[src/ffra_pkg.sv]
package ffra_pkg;

   localparam int COUNT_W = 30;
   localparam int SEAT_W  = 20;
   localparam int NROW_W  = 11;
   localparam int MAXR_W  = 10;
   localparam int CMPR_W  = 17;
   localparam int TOTAL_W = 31;
   localparam int CSR_IDX_W = 2;

   localparam logic [CSR_IDX_W-1:0] CSR_SEATS_PER_ROW = 2'd0;
   localparam logic [CSR_IDX_W-1:0] CSR_ROWS_IN_USE   = 2'd1;

   localparam logic KIND_CONTIG = 1'b0;
   localparam logic KIND_SPREAD = 1'b1;

   typedef struct packed {
      logic clear;
      logic load;
      logic eval_contig;
      logic eval_sum;
      logic eval_fill;
      logic next_row;
      logic rewind;
      logic grant;
      logic out_load;
   } cmd_type;

   typedef struct packed {
      logic spread;
      logic zero_count;
      logic fit;
      logic sum_ok;
      logic need_done;
      logic last;
      logic clear_last;
   } status_type;

endpackage

[src/ffra_ctrl.sv]
module ffra_ctrl import ffra_pkg::*; (
   input  logic       clock,
   input  logic       reset,
   input  logic       req_valid,
   output logic       req_ready,
   output logic       rsp_valid,
   input  logic       rsp_ready,
   input  status_type status,
   output cmd_type    cmd
);

   localparam logic [2:0] ST_CLEAR  = 3'd0;
   localparam logic [2:0] ST_IDLE   = 3'd1;
   localparam logic [2:0] ST_READ   = 3'd2;
   localparam logic [2:0] ST_EVAL   = 3'd3;
   localparam logic [2:0] ST_FINISH = 3'd4;

   localparam logic [1:0] MODE_CONTIG = 2'd0;
   localparam logic [1:0] MODE_SUM    = 2'd1;
   localparam logic [1:0] MODE_FILL   = 2'd2;

   logic [2:0] state_ff, state_in;
   logic [1:0] mode_ff, mode_in;
   logic       rsp_valid_ff, rsp_valid_in;

   always_comb begin
      state_in = state_ff;
      mode_in = mode_ff;
      rsp_valid_in = rsp_valid_ff && !rsp_ready;
      cmd = '0;
      req_ready = 1'b0;
      unique case (state_ff)
         ST_CLEAR: begin
            cmd.clear = 1'b1;
            if (status.clear_last) begin
               state_in = ST_IDLE;
            end
         end
         ST_IDLE: begin
            req_ready = 1'b1;
            if (req_valid) begin
               cmd.load = 1'b1;
               state_in = ST_READ;
               mode_in = MODE_CONTIG;
            end
         end
         ST_READ: begin
            if (mode_ff == MODE_CONTIG && status.spread) begin
               mode_in = MODE_SUM;
            end
            // empty spread request: grant with no scan
            if (status.spread && status.zero_count) begin
               cmd.grant = 1'b1;
               state_in = ST_FINISH;
            end else begin
               state_in = ST_EVAL;
            end
         end
         ST_EVAL: begin
            state_in = ST_READ;
            unique case (mode_ff)
               MODE_SUM: begin
                  cmd.eval_sum = 1'b1;
                  if (status.sum_ok) begin
                     cmd.rewind = 1'b1;
                     mode_in = MODE_FILL;
                  end else if (status.last) begin
                     state_in = ST_FINISH;
                  end else begin
                     cmd.next_row = 1'b1;
                  end
               end
               MODE_FILL: begin
                  cmd.eval_fill = 1'b1;
                  if (status.need_done || status.last) begin
                     cmd.grant = 1'b1;
                     state_in = ST_FINISH;
                  end else begin
                     cmd.next_row = 1'b1;
                  end
               end
               default: begin
                  cmd.eval_contig = 1'b1;
                  if (status.fit || status.last) begin
                     state_in = ST_FINISH;
                  end else begin
                     cmd.next_row = 1'b1;
                  end
               end
            endcase
         end
         ST_FINISH: begin
            // hold until the output word is free
            if (!rsp_valid_ff || rsp_ready) begin
               cmd.out_load = 1'b1;
               rsp_valid_in = 1'b1;
               state_in = ST_IDLE;
            end
         end
         default: begin
            state_in = ST_IDLE;
         end
      endcase
   end

   always_ff @(posedge clock) begin
      if (reset) begin
         state_ff <= ST_CLEAR;
         mode_ff <= MODE_CONTIG;
         rsp_valid_ff <= 1'b0;
      end else begin
         state_ff <= state_in;
         mode_ff <= mode_in;
         rsp_valid_ff <= rsp_valid_in;
      end
   end

   assign rsp_valid = rsp_valid_ff;

endmodule

[config.mk]
export PLATFORM = sky130hd
export DESIGN_NAME = ffra_ctrl
export DESIGN_NICKNAME = d
export VERILOG_FILES = /design/src/ffra_pkg.sv /design/src/ffra_ctrl.sv
export SDC_FILE = /design/constraint.sdc
export NUM_CORES = 1
export LEC_CHECK = 0
export CORE_AREA = 3 3 40 42
export DETAILED_ROUTE_END_ITERATION = 7
export DIE_AREA = 0 0 43 45
export DONT_BUFFER_PORTS = 1
export GPL_TIMING_DRIVEN = 0
export PLACE_DENSITY = 0.55
export SYNTH_ARGS = -nofsm -noshare
export SYNTH_HDL_FRONTEND = slang
export SYNTH_SLANG_ARGS = --single-unit
[constraint.sdc]
create_clock -name clock -period 1.8 [get_ports clock]
set_input_delay 0.36 -clock clock [delete_from_list [all_inputs] [get_ports clock]]
set_output_delay 0.36 -clock clock [all_outputs]
set_load 0.01 [all_outputs]
## Word-level counts from Yosys, hierarchy flattened

Cells that the tools add are included.

| cells by class | value |
|---|---|
| equality and inequality tests | 12 |
| muxes and demuxes | 38 |
| reductions and logical operators | 14 |

Operators with widths:

| kind | count |
|---|---|
| $mux W3 | 8 |
| $mux W1 | 20 |
| $pmux W3 S5 | 1 |
| $ne A2 B2 Y1 const B | 5 |
| $mux W2 | 4 |
| $eq A3 B2 Y1 const B | 2 |
| $pmux W2 S3 | 1 |
| $pmux W3 S2 | 1 |
| $mux W5 | 1 |
| $reduce_and A5 Y1 | 1 |
| $pmux W1 S2 | 2 |
| $eq A3 B1 Y1 const B | 1 |
| $eq A3 B3 Y1 const B | 1 |
| $logic_and A1 B1 Y1 | 3 |
| $logic_not A3 Y1 | 1 |
| $logic_or A1 B1 Y1 | 3 |
| $reduce_and A3 Y1 | 1 |
| $reduce_bool A3 Y1 | 1 |
| $eq A2 B1 Y1 const B | 1 |
| $eq A2 B2 Y1 const B | 1 |
| $logic_not A1 Y1 | 2 |
| $logic_not A2 Y1 | 1 |
| $ne A2 B1 Y1 const B | 1 |
| $reduce_or A2 Y1 | 1 |

| word-level totals | value |
|---|---|
| register bits after elaboration | 6 |
| bits of input ports | 11 |
| output and inout bits | 11 |
| word-level logic and storage cells | 67 |

## Logic depth before layout (Yosys ltp)

| logic depth | value |
|---|---|
| word-level depth | 4 |
| depth in mapped cells | 5 |
| gate-level depth less buffers | 5 |

## Worst setup path before layout

No wires, ideal clock.

| timing path | value |
|---|---|
| kind | register to output |
| from | register mode_ff[1] |
| to | output cmd[3] (netlist name) |
| arrival | 1.386 ns |
| data required time | 1.440 ns |
| setup slack | 0.054 ns |
| cell stages (with the launch flop) | 6 |
| path buffers | 0 |
| path through | dfxtp_1 -> inv_1 -> ha_1 -> nor2b_1 -> a21oi_1 -> a2111oi_1 |

RTL lines:

| item | line | text |
|---|---|---|
| from (decl) | ffra_ctrl.sv:23 | `logic [1:0] mode_ff, mode_in;` |
| from (signal assigned) | ffra_ctrl.sv:113 | `mode_ff <= mode_in;` |
| to (decl) | ffra_ctrl.sv:9 | `output cmd_type cmd` |

==> results by stage <==
Die:
- The initial cell density of the core is 0.431.
- The floorplan has 13 rows.
- The floorplan step set the die height to about 45 um.
- During I/O placement, the number of pins put on the boundary was 22.
- The die span in x is 43 um.
- The placeable core region is 1280 sq um.
- The area enclosed by the die boundary is 1940 sq um.

STA:
- Setup violations remaining at the end of the flow were counted as 1.
- In the finished design, the share of the clock period the worst path needs comes to 1.01.
- Counting I/O delays and the setup requirement, the final critical path takes roughly 1.8 ns.
- Setup repair after global routing could not meet its margin everywhere.
- The timing-limited maximum frequency is 0.552 GHz.
- On the final layout, the worst clock skew is around 0.004 ns.
- The hold violation count in the final report is 0.
- Headroom to the max-slew limit came out at 0.766.
- For the pin with the worst max-slew slack, the measured transition is roughly 0.35 ns.
- The tightest hold path in the finished design has a slack of approximately 0.18 ns.
- The number of pins with negative max-slew slack in the final report was 0.
- Across all setup checks in the final design, the least slack found is -0.0102 ns.

Yosys:
- Dividing the synthesized area by the synthesized cell count gives 8.15 sq um.
- The cell count after synthesis is 68.
- The total standard cell area after synthesis is 554 sq um.
- The net count after synthesis is 82.
- After synthesis, the cell types taking the most area are sky130_fd_sc_hd__dfxtp_1 22%, sky130_fd_sc_hd__ha_1 6.8%, sky130_fd_sc_hd__nand2b_1 5.6%.
- The sequential fraction of the synthesis area is 0.217.
- The synthesized design contains 6 register bits.
- The share of synthesized area in the top cell type comes to 0.217.
- The count of different cell masters after synthesis is 33.
- The count of warnings emitted by yosys is 0.
- sky130_fd_sc_hd__dfxtp_1 takes more of the synthesized area than any other cell.

Run status:
- The final reports fail on negative setup slack.
- The run finished, with violations left.

CTS:
- Clock-pin slew was measured on the worst setup and hold paths at approximately 0.040 ns.
- No sink is reached through more buffers than the 2 on the longest clock path.
- In this run, CTS created clock tree buffers numbering 3.
- Buffers inserted to repair hold after CTS numbered 0.
- The number of clock sinks is 6.
- The CTS root buffer is sky130_fd_sc_hd__clkbuf_4.
- The clock tree from TritonCTS is yes.
- The H-tree depth is 1.
- At the later pin of the worst-skew pair, clock insertion delay measures 0.24 ns.

Min path:
- The classification of the worst-slack hold path is primary input to register.
- The startpoint identified for the worst hold timing path is reset.

Power and ir drop:
- Dividing total power by cell area gives a power density of 422 nW/um^2.
- The worst IR drop on VDD is 0.276 mV.
- The design draws 0.307 mW.
- The leakage dissipation is between 0.2 and 0.25 nW.

Drt:
- The routed wirelength normalized by instance count is 15.7 um.
- The detailed router finished its first iteration with 4 violations.
- Using the TritonRoute via totals, the vias-per-cell ratio works out to 5.82.
- The routed layout has about 540 vias.
- The total wire length after detailed routing is 1.46 mm.
- The total DRC errors in the routed layout is 0.
- The final antenna-violating net count is 0.
- The first detailed-routing pass took 2 iterations.

GRT:
- The first global-routing pass estimated 2.29 mm of wire.
- The number of global-route vias before repair is 519.
- For this run, the total global-route usage over all layers was measured as 0.160.
- For this run the aggregate overflow at the end of global routing stands at 0.
- The number of antenna violations at the first check in global routing is 0.
- Entering global routing, the biggest net connects 11 pins.

Layout:
- The multi-input combinational cells in the finished layout cover a total of 452 sq um.
- The area growth from synthesis to layout is 31.4%.
- The antenna diode instance count is 0.
- Summing all flip-flop and latch instances after layout gives 129 sq um.
- At the end of the flow, the number of nets in the layout was 94.
- The library cells used most frequently in the layout, excluding fill and tap cells, are 8 x sky130_fd_sc_hd__buf_4, 5 x sky130_fd_sc_hd__nand2b_1, 4 x sky130_fd_sc_hd__clkbuf_4, 4 x sky130_fd_sc_hd__nand2_1, 4 x sky130_fd_sc_hd__inv_1.
- The proportion of layout cells with a drive suffix above 1 is 0.397.
- The number of filler instances in the final layout is 130.
- The non-filler instance count after layout is 93.
- The most common library cell in the layout ignoring fill and taps is sky130_fd_sc_hd__buf_4.
- The finished cells cover 728 sq um.

Critical path:
- The critical path is of the register to primary output type.
- In this run the worst path has a maximum fanout of 3.
- The startpoint class of the critical path is a register.
- The launch point of the worst reg-to-reg path is mode_ff[1].
- The worst setup path is captured at a primary output.
- At the worst endpoint, the required time is roughly 1.4 ns.
- The critical path launch point is mode_ff[1].
- For the worst setup path, the data arrival time is 1.45 ns.

Placed design:
- Port buffering added 0 buffers.
- At the end of routability-driven placement, the weighted congestion stood at 0.777.
- Summed over all nets, the half-perimeter wirelength after detailed placement is 999 um.
- The placed cell count is 83.
- In this run the cell area measured after placement is roughly 570 sq um.

Job:
- The max-capacitance violation count is 0.
[logic make-up after synthesis]
group | count (synthesis) | share of synthesized area
buffers and inverters | 9 | 0.0790
DFF | 6 | 0.217
adders and majority gates | 3 | 0.0677
muxes | 1 | 0.0181
and+or+nand+nor | 30 | 0.334
AOI/OAI and AO/OA | 19 | 0.284
[final cells by class]
cell class / instances / area share
tap: 15 / 0.0258
inverter: 6 / 0.0378
multi-input combinational: 53 / 0.620
clock buffer: 3 / 0.0309
timing repair buffer: 7 / 0.0722
buffer: 3 / 0.0361
sequential: 6 / 0.177
[worst paths after layout]
| check | endpoint | slack, ns | cells after the start |
|---|---|---|---|
| worst max-delay path | cmd[3] | -0.01 | 5 |
| worst min-delay path | rsp_valid | 0.18 | 1 |
| worst max register to register | state_ff[2] | 0.40 | 6 |
| worst min register to register | mode_ff[1] | 0.55 | 2 |
[per-layer routing]
layer  wire length (um)  global-route usage  vias to the layer above
met1                662               0.200                      244
met3                 92              0.0239                        4
met2                678               0.263                       21
li1                   -                   -                      272
met5                  0                   0                        -
met4                 29              0.0904                        0
[per-stage QoR]
stage | setup slack, ns | TNS (ns) | utilization
3_3_place_gp | -0.0935 | -0.0935 | 0.446
2_1_floorplan | 0.0538 | 0 | -
6_report | -0.0102 | -0.0102 | 0.567
4_1_cts | 0.00271 | 0 | 0.524
5_1_grt | -0.0643 | -0.0643 | 0.567
3_5_place_dp | -0.109 | -0.109 | 0.446
[critical path, cell delays in order, from the launching register on]
cell,delay (ns)
sky130_fd_sc_hd__dfxtp_4,0.36
sky130_fd_sc_hd__inv_6,0.07
sky130_fd_sc_hd__ha_4,0.14
sky130_fd_sc_hd__nor2b_4,0.15
sky130_fd_sc_hd__a21oi_2,0.05
sky130_fd_sc_hd__a2111oi_4,0.43
[what timing repair did]
item,CTS,global route
setup endpoints to repair,1,3
setup buffers,3,4
pin swaps,3,3
resized for setup,14,10
[state kept, by name, summed over array words and instances (netlist names)]
| signal | cells |
|---|---|
| mode_ff | 2 |
| state_ff | 3 |
| rsp_valid | 1 |
[synth_stat cells (all sizes together)]
cell / count
nor4: 1
nand3: 1
o21ai: 1
nor2: 4
a31oi: 2
o32a: 1
inv: 6
nand2: 4
nor3b: 1
mux2i: 1
a211oi: 3
a211o: 1
o2bb2a: 1
and3b: 1
o22ai: 1
o211ai: 1
and3: 2
nand4: 1
o2111ai: 1
and4bb: 1
a21oi: 4
o32ai: 1
nand2b: 5
nor2b: 3
ha: 3
nand3b: 1
nor3: 2
buf: 3
dfxtp: 6
or3b: 1
and2: 2
a2111oi: 2
[power breakdown]
part | leakage [nW] | switching, mW | internal (mW)
registers | 0.0505 | 0.00335 | 0.134
logic | 0.178 | 0.0258 | 0.0220
clock network | 0.0138 | 0.0462 | 0.0753
Power figures use the tool's default switching activity.
